==> config.mk <==
export PLATFORM = sky130hd
export DESIGN_NAME = rvx_mul
export DESIGN_NICKNAME = d
export VERILOG_FILES = /design/src/rtl/core/rvx_pkg.sv /design/src/rtl/core/rvx_mul.sv
export SDC_FILE = /design/constraint.sdc
export NUM_CORES = 2
export LEC_CHECK = 0
export BUFFER_PORTS_ARGS = -buffer_cell sky130_fd_sc_hd__clkbuf_2
export CAP_MARGIN = 40
export CORE_MARGIN = 1.5
export CORE_UTILIZATION = 50
export DETAILED_ROUTE_END_ITERATION = 12
export PLACE_DENSITY = 0.67
export SYNTH_ARGS = -nofsm -noshare
export SYNTH_HDL_FRONTEND = slang
export SYNTH_SLANG_ARGS = --single-unit
==> constraint.sdc <==
create_clock -name clk -period 10.98 [get_ports clk]
set_input_delay 0 -clock clk [delete_from_list [all_inputs] [get_ports clk]]
set_output_delay 0 -clock clk [all_outputs]
set_load 0.02 [all_outputs]
==> src/rtl/core/rvx_pkg.sv <==
package rvx_pkg;

  localparam int NUM_REGS  = 32;
  localparam int REG_IDX_W = $clog2(NUM_REGS);
  localparam int XLEN      = 64;

  typedef logic [XLEN-1:0]      xlen_t;
  typedef logic [REG_IDX_W-1:0] reg_idx_t;

  localparam logic KIND_START = 1'b0;
  localparam logic KIND_EXEC  = 1'b1;

  localparam logic [6:0] OP_REG    = 7'b0110011;
  localparam logic [6:0] OP_IMM    = 7'b0010011;
  localparam logic [6:0] OP_BRANCH = 7'b1100011;
  localparam logic [6:0] OP_JAL    = 7'b1101111;
  localparam logic [6:0] OP_JALR   = 7'b1100111;
  localparam logic [6:0] F7_BASE   = 7'b0000000;
  localparam logic [6:0] F7_ALT    = 7'b0100000;
  localparam logic [6:0] F7_MULDIV = 7'b0000001;

  localparam logic [2:0] F3_ADD = 3'd0;
  localparam logic [2:0] F3_SLL = 3'd1;
  localparam logic [2:0] F3_SRL = 3'd5;
  localparam logic [2:0] F3_AND = 3'd7;
  localparam logic [2:0] F3_BNE = 3'd1;
  localparam logic [2:0] F3_BLT = 3'd4;

  localparam reg_idx_t REG_ZERO = reg_idx_t'(0);
  localparam reg_idx_t REG_SP   = reg_idx_t'(2);
  localparam reg_idx_t REG_A0   = reg_idx_t'(10);
  localparam reg_idx_t REG_A1   = reg_idx_t'(11);
  localparam reg_idx_t REG_A2   = reg_idx_t'(12);
  localparam reg_idx_t REG_A3   = reg_idx_t'(13);

  localparam logic [1:0] ST_OK      = 2'd0;
  localparam logic [1:0] ST_BADOP   = 2'd1;
  localparam logic [1:0] ST_BADFUNC = 2'd2;

  // register write request from the execute stage
  typedef struct packed {
    logic     en;
    reg_idx_t addr;
    xlen_t    data;
  } rf_wr_t;

  // register values right after a start transfer
  typedef struct packed {
    xlen_t sp;
    xlen_t a0;
    xlen_t a1;
    xlen_t a2;
    xlen_t a3;
  } rf_init_t;

  typedef struct packed {
    logic       is_mul;
    logic       wr_en;
    xlen_t      wr_data;
    xlen_t      next_pc;
    logic [1:0] status;
  } alu_res_t;

endpackage

==> src/rtl/core/rvx_mul.sv <==
module rvx_mul
  import rvx_pkg::*;
(
  input  logic  clk,
  input  logic  rst_n,
  input  logic  go,
  input  logic  clr,
  input  xlen_t a,
  input  xlen_t b,
  output logic  done,
  output xlen_t prod
);

  localparam int HALF = XLEN / 2;
  localparam logic [1:0] STEP_LL   = 2'd0;
  localparam logic [1:0] STEP_LH   = 2'd1;
  localparam logic [1:0] STEP_HL   = 2'd2;
  localparam logic [1:0] STEP_DONE = 2'd3;

  logic [1:0]      step_r, step_nxt;
  xlen_t           acc_r;
  logic [HALF-1:0] op_a, op_b;
  xlen_t           p;

  // low 64 bits only: lo*lo, then the two cross terms shifted up
  always_comb begin
    case (step_r)
      STEP_LL: begin
        op_a = a[HALF-1:0];
        op_b = b[HALF-1:0];
      end
      STEP_LH: begin
        op_a = a[HALF-1:0];
        op_b = b[XLEN-1:HALF];
      end
      default: begin
        op_a = a[XLEN-1:HALF];
        op_b = b[HALF-1:0];
      end
    endcase
  end

  assign p = {{HALF{1'b0}}, op_a} * {{HALF{1'b0}}, op_b};

  always_comb begin
    step_nxt = step_r;
    if (clr) begin
      step_nxt = STEP_LL;
    end else if (go && (step_r != STEP_DONE)) begin
      step_nxt = step_r + 2'd1;
    end
  end

  always_ff @(posedge clk) begin
    if (!rst_n) begin
      step_r <= STEP_LL;
    end else begin
      step_r <= step_nxt;
    end
  end

  always_ff @(posedge clk) begin
    if (go && (step_r != STEP_DONE)) begin
      if (step_r == STEP_LL) begin
        acc_r <= p;
      end else begin
        acc_r <= acc_r + {p[HALF-1:0], {HALF{1'b0}}};
      end
    end
  end

  assign done = (step_r == STEP_DONE);
  assign prod = acc_r;

endmodule

== Yosys cells after proc, flatten, opt, wreduce, memory -nomap -nowiden ==
Index checks and enable logic that the tools add are counted.

* Register bits after elaboration: 66
* Bits of input ports: 132
* Output and inout bits: 65
* Logic and storage cells: 16

* Add/subtract/negate cells: 2
* $mul: 1
* Eq/ne operators: 3
* Mux-type cells: 3
* Bitwise operators: 1
* Reduce and logical (&&, ||, !) cells: 4

{| class="wikitable"
|+ Operator list
! cell !! count
|-
| $add 64x64->64 || 1
|-
| $mul 32x32->64 || 1
|-
| $mux 32 || 2
|-
| $mux 64 || 1
|-
| $reduce_or 2->1 || 2
|-
| $add 2x1->2 const B || 1
|-
| $eq 2x1->1 const B || 1
|-
| $eq 2x2->1 const B || 1
|-
| $logic_not 2->1 || 1
|-
| $ne 2x2->1 const B || 1
|-
| $logic_and 1x1->1 || 1
|-
| $not 1->1 || 1
|}

== Logic depth before layout (Yosys ltp) ==
* Word-level depth: 6
* Gate-level depth with buffers: 39
* Depth with buffers taken out: 35

== Worst setup path before layout ==
No wires, ideal clock.

* Kind: reg-to-reg
* From: register step_r[1]
* To: register acc_r[59] (netlist: prod[59]) (data pin)
* Setup time: 265 ps
* Arrival: 9570 ps
* Data required time: 10715 ps
* Slack: 1145 ps
* Cell stages (with the launch flop): 36
* Buffers on the path: 4
* Clock period less this slack: 9835 ps
* Path through: dfxtp_1 > inv_1 > ha_1 > clkbuf_1 > nor2_1 > clkbuf_1 > buf_2 > mux2i_1 > nor2_1 > fa_1 > inv_1 > fa_1 > fa_1 > fa_1 > inv_1 > fa_1 > inv_1 > fa_1 > inv_1 > fa_1 > fa_1 > ha_1 > buf_2 > a21oi_1 > o21ai_0 > a41o_1 > o311ai_2 > nand2_1 > a21boi_0 > xnor2_1 > ha_1 > and3_1 > nand4_1 > and2_1 > o311a_1 > or3_1

* Cells in the longest elaborated chain, start to end: 6
* Elaborated cells on any way between the ends: 8
* Classes of those cells: add/sub: 1; mul: 1; eq/ne: 1; mux: 3; reduce/logical: 2

{| class="wikitable"
|+ RTL lines
! what !! RTL line !! text
|-
| start: declaration || rvx_mul.sv:20 || <nowiki>logic [1:0] step_r, step_nxt;</nowiki>
|-
| start signal: assignment || rvx_mul.sv:58 || <nowiki>step_r <= step_nxt;</nowiki>
|-
| $eq 2x1->1 / $logic_not 2->1 (equally long branches) || rvx_mul.sv:27, rvx_mul.sv:64 ||
|-
| $reduce_or 2->1 (no source line) || -- ||
|-
| $mux 32 || rvx_mul.sv:27 || <nowiki>case (step_r)</nowiki>
|-
| $mul 32x32->64 || rvx_mul.sv:43 || <nowiki>assign p = {{HALF{1'b0}}, op_a} * {{HALF{1'b0}}, op_b};</nowiki>
|-
| $add 64x64->64 || rvx_mul.sv:67 || <nowiki>acc_r <= acc_r + {p[HALF-1:0], {HALF{1'b0}}};</nowiki>
|-
| $mux 64 (*) || rvx_mul.sv:64 || <nowiki>if (step_r == STEP_LL) begin</nowiki>
|-
| end signal: assignment || rvx_mul.sv:65 || <nowiki>acc_r <= p;</nowiki>
|-
| end signal: assignment || rvx_mul.sv:67 ||
|-
| end: declaration || rvx_mul.sv:21 || <nowiki>xlen_t acc_r;</nowiki>
|}

Mark *: on every way between the ends. The rest lies on a longest branch, timed or not.
A chain may end at the register's enable or synchronous reset.

== Worst setup path after layout ==
* From: register step_r[0]
* To: register acc_r[60] (netlist: prod[60]) (data pin)

Same word-level chain as after synthesis.

==> results.cfg <==
[floorplan]
coreArea_sq_mm = 0.0733
io_pins = 197
rows = 99
initial_core_util_pct = 50.8
die_h_um = 276
dieWidth_um = 276
die_area_sq_mm = 0.0762

[grt]
grt_use_met3_pct = 7.97
grt_max_degree = 64
antenna_found_initial = 2
use_met2_pct = 49.1
grtUsageTotal_pct = 31.9
grt_first_pass_wirelength_um = 185000
grt_pass1_vias = 31300
grt.busiest_layer = met2
grt_overflow = 0
use_met1_pct = 44.4

[synth]
synth_area_leaders = fa_1 (48%), ha_1 (10%), inv_1 (8.9%), nand2_1 (7.2%), edfxtp_1 (5.2%)
synth_area_per_cell_sq_um = 8.93
synth.top_cell.area_share_pct = 48.2
async_flop_share_pct = 0
ys_seq_area_share_pct = 5.26
synth_fp_nets = 5503
synth_edf_count = 64
synth_area_sq_mm = 0.0373
yosysTopAreaCell = fa_1
yosys-top-cells-count = fa_1 (897), inv_1 (886), nand2_1 (716)
synth_seq_cells = 66
synth_cell_types = 73
synth.most_common_cell = fa_1
yosysWarnings = 0
synth_ff_type = edfxtp_1
syn_inst = 4175

[routing]
drt_iter0_markers = 2620
dr_total_vias = 29800
vias_per_cell = 5.69
drt_wl_total_um = 119000
first_pass_iters = 6
postRouteAntennaNets = 0
drc_errors = 0
wl_per_cell_um = 22.6

[run]
cap_violations = 0

[clocking]
clk_pin_slew_worst_paths_ns = 0.07
clock-root-buffer = clkbuf_16
cts_resized = 0
cts_buffer_depth = 2
cts_buffers = 9
clock_latency_ns = 0.34
htree_levels = 3
ctsHoldBuffers = 0
cts_sinks = 66
cts_setup_buffers = 0
cts_tree = yes

[sta]
hold_viol = 1
final_min_period_over_clock_period_pct = 94.1
rsz0062_at_grt = no
hold_ws_ns = -0.00264
tightestPinTransition_ns = 0.994
tns_ns = 0
layout_min_cycle_time_ns = 10.33
maxSlewHeadroom_pct = 32.3
drv_slew = 0
clock_skew_ns = 0.00983
setup_viol = 0
setup_ws_ns = 0.650
max_freq_mhz = 96.8

[worst_setup_path]
worst_ep_arrival_time_ns = 10.40
max_stage_delay_ns = 0.72
path_delay_family = adder cells
cp.required_ns = 11.05
crit_path_start_kind = flip-flop
cpMostUsedCell = fa_1
worstSetupPathType = reg -> reg
cp_max_fo = 63
end_kind = flip-flop
cpMaxStageDelayCell = mux2i_1
crit_buf_inv = 8

[final_layout]
final_cell_area_sq_mm = 0.0399
final-seq-area_sq_mm = 0.00196
fillers = 6792
drive_gt1_share_pct = 9.61
nets = 5608
multi_input_area_sq_mm = 0.0313
stdcell_count = 5245
areaGrowthSynthToFinish_pct = 7.02

[worst_hold_path]
hold_path_class = in -> reg

[place]
post_dp_cell_area_sq_mm = 0.0396
hpwl_um = 101000
place_congestion = 0.983
port_buffers = 196
placed_cells = 5228
dp_worst_setup_slack_ns = 0.777

[outcome]
outcome = finished with violations
violations = negative hold slack
==> routing by layer <==
layer | share of wire, % | vias up
met2 | 45 | 1640
met3 | 12 | 264
met4 | 3.9 | 2
li1 | - | 12800
met5 | 0.011 | -
met1 | 40 | 15100
==> tightest hold or removal path, stage by stage <==
cell      delay [ns]
clkbuf_2        0.08
nand2b_1        0.15
nor2_1          0.07
==> layout by cell type, fill, tap and decap left out, types with 16 or more instances in the layout <==
master,synthesis,layout
fa_1,897,897
inv_1,886,886
nand2_1,716,716
nor2_1,408,407
ha_1,299,297
clkbuf_2,0,196
a21oi_1,96,96
buf_4,0,94
mux2_2,66,66
edfxtp_1,64,64
a21o_1,61,61
and2_1,56,56
o21ai_0,48,48
xnor2_1,46,46
mux2i_1,56,44
xor2_1,30,30
o21bai_1,20,20
nand4_1,20,20
nand3_1,16,16
==> per-stage QoR <==
step                      hold WS [ns]  util (%)
after floorplan                  0.155         -
after global placement           0.410      53.9
after detailed placement         0.406      54.0
after CTS                       0.0442      54.4
after global routing            0.0510      54.4
final                         -0.00264      54.4
==> cell families (layout without fill, tap and decap cells) <==
| family | count (synthesis) | after routing | share of synthesized area, % |
|---|---|---|---|
| other | 0 | 1 | 0 |
| AOI/OAI and AO/OA | 349 | 349 | 6.41 |
| adders and majority gates | 1196 | 1196 | 58.2 |
| DFF | 66 | 66 | 5.26 |
| and+or+nand+nor | 1278 | 1278 | 13.9 |
| xor gates and xnor gates | 76 | 76 | 1.79 |
| buffers and inverters | 1088 | 1198 | 11.0 |
| muxes | 122 | 122 | 3.50 |
==> state kept, by name, indices dropped and copies added, names as in the netlist <==
register / count
step_r: 2
prod: 64
==> worst paths after layout <==
kind,from,to,slack [ns],cells after the start
max,step_r[0]$_SDFFE_PP0P_,prod[60]$_DFFE_PP_,0.65,33
min,rst_n,step_r[0]$_SDFFE_PP0P_,-0.003,3
max reg2reg,step_r[0]$_SDFFE_PP0P_,prod[60]$_DFFE_PP_,0.65,33
min reg2reg,step_r[0]$_SDFFE_PP0P_,step_r[0]$_SDFFE_PP0P_,0.61,2
==> final cells by class <==
cell class | count | share of cell area (%)
multi-input cells | 3021 | 78.5
inverters | 886 | 8.33
flip-flops and latches | 66 | 4.92
repair buffers | 296 | 4.49
well taps | 959 | 3.01
clock buffers | 9 | 0.564
clock inverters | 7 | 0.204
diodes | 1 | 0.00627
Power is left out: the tool's default activity adds up to more than one toggle a clock period on the data nets, which glitch-free logic cannot reach.
